### config.mk
export PLATFORM = sky130hd
export DESIGN_NAME = kmt_ctrl
export DESIGN_NICKNAME = d
export VERILOG_FILES = /design/src/hw/rtl/kmt_pkg.sv /design/src/hw/rtl/kmt_ctrl.sv
export SDC_FILE = /design/constraint.sdc
export NUM_CORES = 1
export LEC_CHECK = 0
export ABC_AREA = 1
export BUFFER_PORTS_ARGS = -buffer_cell sky130_fd_sc_hd__buf_2
export CAP_MARGIN = 20
export CORE_MARGIN = 3
export CORE_UTILIZATION = 30
export DETAILED_ROUTE_END_ITERATION = 10
export GPL_ROUTABILITY_DRIVEN = 0
export PLACE_DENSITY = 0.45
export SYNTH_ARGS = -nofsm -noshare
export SYNTH_HDL_FRONTEND = slang
export SYNTH_SLANG_ARGS = --single-unit
export TNS_END_PERCENT = 5
### constraint.sdc
create_clock -name clk -period 8.1 [get_ports clk]
set_clock_uncertainty 0.05 [all_clocks]
set_input_delay 0.405 -clock clk [delete_from_list [all_inputs] [get_ports clk]]
set_output_delay 0.405 -clock clk [all_outputs]
set_load 0.1 [all_outputs]
### src/hw/rtl/kmt_pkg.sv
package kmt_pkg;

  // table geometry
  localparam int SLOT_COUNT = 256;
  localparam int IDX_W      = (SLOT_COUNT > 1) ? $clog2(SLOT_COUNT) : 1;

  // operation codes
  localparam logic OP_RECORD  = 1'b0;
  localparam logic OP_RELEASE = 1'b1;

  // input item
  typedef struct packed {
    logic        operation;
    logic [15:0] key;
    logic [63:0] region_address;
    logic [31:0] region_length;
  } in_t;

  // result item
  typedef struct packed {
    logic        accepted;
    logic        freed_valid;
    logic [63:0] freed_address;
    logic [31:0] freed_length;
  } out_t;

  // one stored slot entry
  typedef struct packed {
    logic [15:0] key;
    logic [63:0] address;
    logic [31:0] length;
  } slot_t;

  localparam int SLOT_W = $bits(slot_t);

  // handshake between the scan controller and the output stage
  typedef struct packed {
    logic valid;
    out_t data;
  } res_t;

endpackage

### src/hw/rtl/kmt_ctrl.sv
module kmt_ctrl (
  input  logic                 clk,
  input  logic                 rst_n,
  input  logic                 item_valid,
  output logic                 item_stall,
  input  kmt_pkg::in_t         item,
  output kmt_pkg::res_t        res,
  input  logic                 res_take,
  output logic                 ram_we,
  output logic [kmt_pkg::IDX_W-1:0] ram_waddr,
  output logic [kmt_pkg::SLOT_W-1:0] ram_wdata,
  output logic                 ram_re,
  output logic [kmt_pkg::IDX_W-1:0] ram_raddr,
  input  logic [kmt_pkg::SLOT_W-1:0] ram_rdata
);
  import kmt_pkg::*;

  typedef enum logic [1:0] {
    S_IDLE,
    S_SCAN,
    S_DONE
  } state_t;

  localparam logic [IDX_W-1:0] LAST_IDX = IDX_W'(SLOT_COUNT - 1);

  state_t                  state_r;
  in_t                     item_r;
  out_t                    res_r;
  logic [SLOT_COUNT-1:0]   valid_r;
  logic [IDX_W-1:0]        iss_idx_r;
  logic                    iss_end_r;
  logic                    chk_vld_r;
  logic [IDX_W-1:0]        chk_idx_r;
  logic                    have_empty_r;
  logic [IDX_W-1:0]        empty_idx_r;

  slot_t                   rd_slot;
  logic                    issuing;
  logic                    is_rec;
  logic                    chk_slot_vld;
  logic                    hit;
  logic                    chk_last;
  logic                    empty_found;
  logic [IDX_W-1:0]        empty_idx;
  logic                    in_bad;
  logic                    in_xfer;

  // read side of the scan
  assign issuing   = (state_r == S_SCAN) && !iss_end_r;
  assign ram_re    = issuing;
  assign ram_raddr = iss_idx_r;
  assign rd_slot   = slot_t'(ram_rdata);

  // compare the slot read last cycle
  assign is_rec       = (item_r.operation == OP_RECORD);
  assign chk_slot_vld = chk_vld_r && valid_r[chk_idx_r];
  assign hit          = (state_r == S_SCAN) && chk_slot_vld && (rd_slot.key == item_r.key);
  assign chk_last     = (state_r == S_SCAN) && chk_vld_r && (chk_idx_r == LAST_IDX);

  // lowest empty slot seen so far, this one included
  assign empty_found = have_empty_r || (chk_vld_r && !valid_r[chk_idx_r]);
  assign empty_idx   = have_empty_r ? empty_idx_r : chk_idx_r;

  // slot write for a replace or an insert
  assign ram_we    = is_rec && (hit || (chk_last && empty_found));
  assign ram_waddr = hit ? chk_idx_r : empty_idx;
  assign ram_wdata = SLOT_W'({item_r.key, item_r.region_address, item_r.region_length});

  // input side
  assign item_stall = (state_r != S_IDLE);
  assign in_xfer    = item_valid && (state_r == S_IDLE);
  assign in_bad     = (item.operation == OP_RECORD) &&
                      ((item.region_address == 64'd0) || (&item.region_address) ||
                       (item.region_length == 32'd0));

  assign res.valid = (state_r == S_DONE);
  assign res.data  = res_r;

  // sequencer, valid bits and result
  always_ff @(posedge clk) begin
    if (!rst_n) begin
      state_r      <= S_IDLE;
      valid_r      <= '0;
      iss_end_r    <= 1'b0;
      chk_vld_r    <= 1'b0;
      have_empty_r <= 1'b0;
    end else begin
      case (state_r)
        S_IDLE: begin
          if (in_xfer) begin
            item_r       <= item;
            iss_idx_r    <= '0;
            iss_end_r    <= 1'b0;
            chk_vld_r    <= 1'b0;
            have_empty_r <= 1'b0;
            res_r        <= '0;
            state_r      <= in_bad ? S_DONE : S_SCAN;
          end
        end
        S_SCAN: begin
          chk_vld_r <= issuing;
          chk_idx_r <= iss_idx_r;
          if (issuing) begin
            if (iss_idx_r == LAST_IDX) begin
              iss_end_r <= 1'b1;
            end else begin
              iss_idx_r <= iss_idx_r + 1'b1;
            end
          end
          if (chk_vld_r && !valid_r[chk_idx_r] && !have_empty_r) begin
            have_empty_r <= 1'b1;
            empty_idx_r  <= chk_idx_r;
          end
          if (hit) begin
            res_r.accepted      <= is_rec;
            res_r.freed_valid   <= 1'b1;
            res_r.freed_address <= rd_slot.address;
            res_r.freed_length  <= rd_slot.length;
            if (!is_rec) begin
              valid_r[chk_idx_r] <= 1'b0;
            end
            state_r <= S_DONE;
          end else if (chk_last) begin
            if (is_rec && empty_found) begin
              res_r.accepted     <= 1'b1;
              valid_r[empty_idx] <= 1'b1;
            end
            state_r <= S_DONE;
          end
        end
        S_DONE: begin
          if (res_take) begin
            state_r <= S_IDLE;
          end
        end
        default: begin
          state_r <= S_IDLE;
        end
      endcase
    end
  end

endmodule

==> results.ini <==
[outcome]
status = finished, final reports clean

[synthesis]
synthCells = 3942
avgSynthCellArea_um2 = 6.88
yosysWarningCount = 0
synth_top_area_share = 0.260
seq_area_frac_synth = 0.453
netlist_top_cells_area = edfxtp_1, dfxtp_1, nand2_1, nor2_1, inv_1
syn-num-nets = 4172
yosysTopAreaCell = edfxtp_1
synth_area_um2 = 27100
synth_cell_types = 33
ys_ff_latch = 496

[cts]
cts_hold_buf = 209
cts_num_sinks = 496
post_cts_buffers = 0
clkTransAtPathRegs_ns = 0.06
cts_resized = 0
cts_made_buffers = 61
clk_latency_ns = 0.66
cts_max_level = 2
root_buffer = clkbuf_16
cts_tree = done
clockBufferDepth = 3

[finish]
nets = 4626
drive_above_1_share = 0.144
area_growth_pct = 24.2

[place]
pre_cts_ws_ns = 2.61
io_buffers = 458
dpl.hpwl_um = 72000

[route]
drc = 0
dr.first_iter.drc_count = 2228
drt_first_pass_iters = 6
wirelength_um = 114000
wl_per_cell_um = 20.2
dr_total_vias = 26700
antenna_left = 0
via_per_inst = 4.75

[floorplanning]
die_area_um2 = 94000
dieWidth_um = 307
core_area_um2 = 88900
ios = 459
start_util = 0.305
die_h_um = 307
placementRows = 109

[global_route]
grt_max_degree = 134
grt_pass1_wl_um = 168000
antenna_found_initial = 3
grt_usage = 0.234
grt_pass1_vias = 25500
overflow = 0

[power]
swShare = 0.373
seqPwrFrac = 0.374
fin_total_pwr_uw = 7610
intPower_uw = 4770
power.density_nw_per_um2 = 226
combPwrFrac = 0.250
p_leak_uw = 0.0139
power_frac_clock = 0.375
peakVddDrop_v = 0.000164
switchingPower_uw = 2830

[sta]
rsz0062_at_grt = false
tightestPinTransition_ns = 1.25
worst_slack_ns = 2.16
clock.fmax_mhz = 168
period_needed_ns = 5.94
setup_violations = 0
fin_tns_setup_ns = 0
slew_headroom = 0.166
maxSlewViolCount = 0
min_period_over_period = 0.733
hold_viol = 0

[critical_path]
critical_path_class = flip-flop to output port
ff2ff_path_depth = 22
worstPathRequired_ns = 7.65
crit_fanout = 40
critPathLaunchType = flip-flop
crit_top_cell = nand2_1
crit_chain = buf_4 -> inv_2 -> buf_4 -> nand2_1 -> nand2_1 -> nand2_1 -> nand2_1 -> nor2_1 -> nor2_1 -> nor2_1 -> nand2_1 -> nand2_1 -> nand2_1 -> nor2_2 -> inv_1 -> nand2_1 -> o21ai_0 -> buf_2
crit_slowest_cell = o21ai_0
end_kind = output port
max_stage_delay_ns = 0.86
arrival_ns = 5.48

[hold_path]
worstHoldPathType = input port to flip-flop
min_delay_path_depth = 4

[run]
drv_cap = 0

power groups by stage:
| stage | Clock, uW | Combinational (uW) | Sequential [uW] |
|---|---|---|---|
| final | 2850 | 1900 | 2850 |
| after global routing | 3020 | 1970 | 2860 |
| after CTS | 2920 | 1900 | 2850 |
| after detailed placement | 0 | 1820 | 2900 |
| after floorplan | 0 | 815 | 3460 |
| after global placement | 0 | 1820 | 2900 |
registers in the layout, summed over array words and instances (netlist names):
signal        flops
valid_r         256
ram_wdata       112
res              98
chk_idx_r         8
empty_idx_r       8
ram_raddr         8
state_r           2
chk_vld_r         1
have_empty_r      1
iss_end_r         1
item_r            1
synth_stat cells:
cell	instances
nand3b_1	2
or2_2	18
nand2_1	1040
inv_1	566
a211oi_1	1
buf_1	17
nor2_2	1
dfxtp_1	261
nor2_1	711
o211a_1	1
nand4_1	144
nand3_1	15
xor2_1	1
nor3_1	5
a31oi_1	1
nand2_2	1
ha_1	1
buf_6	12
buf_2	51
a21oi_1	300
o32ai_1	1
o21ai_1	79
nor2_4	1
o21ai_0	183
buf_4	123
nor4_1	25
edfxtp_1	235
xnor2_1	3
or4_1	1
inv_2	3
clkinv_1	11
clkbuf_1	127
nand3_2	1
cell type report:
| class | count | area [um2] |
|---|---|---|
| Antenna cell | 2 | 5.00 |
| Clock buffer | 85 | 1700 |
| Clock inverter | 25 | 339 |
| Fill cell | 9483 | 55200 |
| Inverter | 580 | 2180 |
| Multi-Input combinational cell | 2536 | 10900 |
| Sequential cell | 496 | 12300 |
| Tap cell | 1165 | 1460 |
| Timing Repair Buffer | 721 | 4820 |
cells by family (layout without fill, tap and decap cells):
| group | Yosys count | after routing | synth area share |
|---|---|---|---|
| XOR/XNOR | 4 | 4 | 0.00129 |
| flip-flops | 496 | 496 | 0.453 |
| other | 0 | 2 | 0 |
| AO/OA/AOI/OAI | 566 | 566 | 0.105 |
| buffers and inverters | 910 | 1411 | 0.149 |
| AND/OR/NAND/NOR | 1965 | 1965 | 0.291 |
| adder cells (fa/ha/maj) | 1 | 1 | 0.000462 |
layer usage:
layer	track usage	wire length, um
met1	0.299	47900
met2	0.403	54700
met3	0.0369	6690
met4	0.0817	4190
met5	0	10
worst max-delay path: cells and delay by family (launching register included):
kind | cells | cell delay (ns)
simple gates | 12 | 1.45
flops | 1 | 0.36
buf+inv | 5 | 2.01
compound gates | 1 | 0.86
final timing paths:
| kind | slack, ns | start | to |
|---|---|---|---|
| max | 2.16 | chk_idx_r[1] | ram_waddr[7] |
| min | 0.05 | res_take | state_r[1] |
| max reg2reg | 2.42 | chk_idx_r[1] | valid_r[9] |
| min reg2reg | 0.42 | iss_end_r | iss_end_r |
through the flow:
stage                     cell area [um2]   util  hold slack, ns  std cells
after global routing                33700  0.379          0.0579       5610
after detailed placement            29500  0.332           0.413       5289
after floorplan                     27100      -           0.394       3942
final                               33700  0.379          0.0494       5610
after global placement              29500  0.332           0.411       5289
after CTS                           33700  0.379          0.0127       5608
cell usage in the layout, fill, tap and decap left out, types with 2 or more instances in the layout:
cell and instances:
clkinvlp_4 2, buf_4 52, edfxtp_1 235, nor2_4 9, nand4_1 144, nor2_2 5
o21ai_0 183, inv_2 2, clkinv_2 10, dlygate4sd3_1 209, bufinv_16 7, clkinv_1 14
inv_1 566, clkbuf_16 61, nor2_1 699, nand3b_1 2, clkbuf_1 16, nor3_1 5
clkbuf_8 9, xnor2_1 3, buf_2 457, nand3_1 14, a21oi_1 300, or2_2 18
dfxtp_1 261, diode_2 2, nand2_1 1039, buf_12 2, o21ai_1 79, nor4_1 25
inv_16 2
Note: power is estimated with default switching activity, not from simulation.
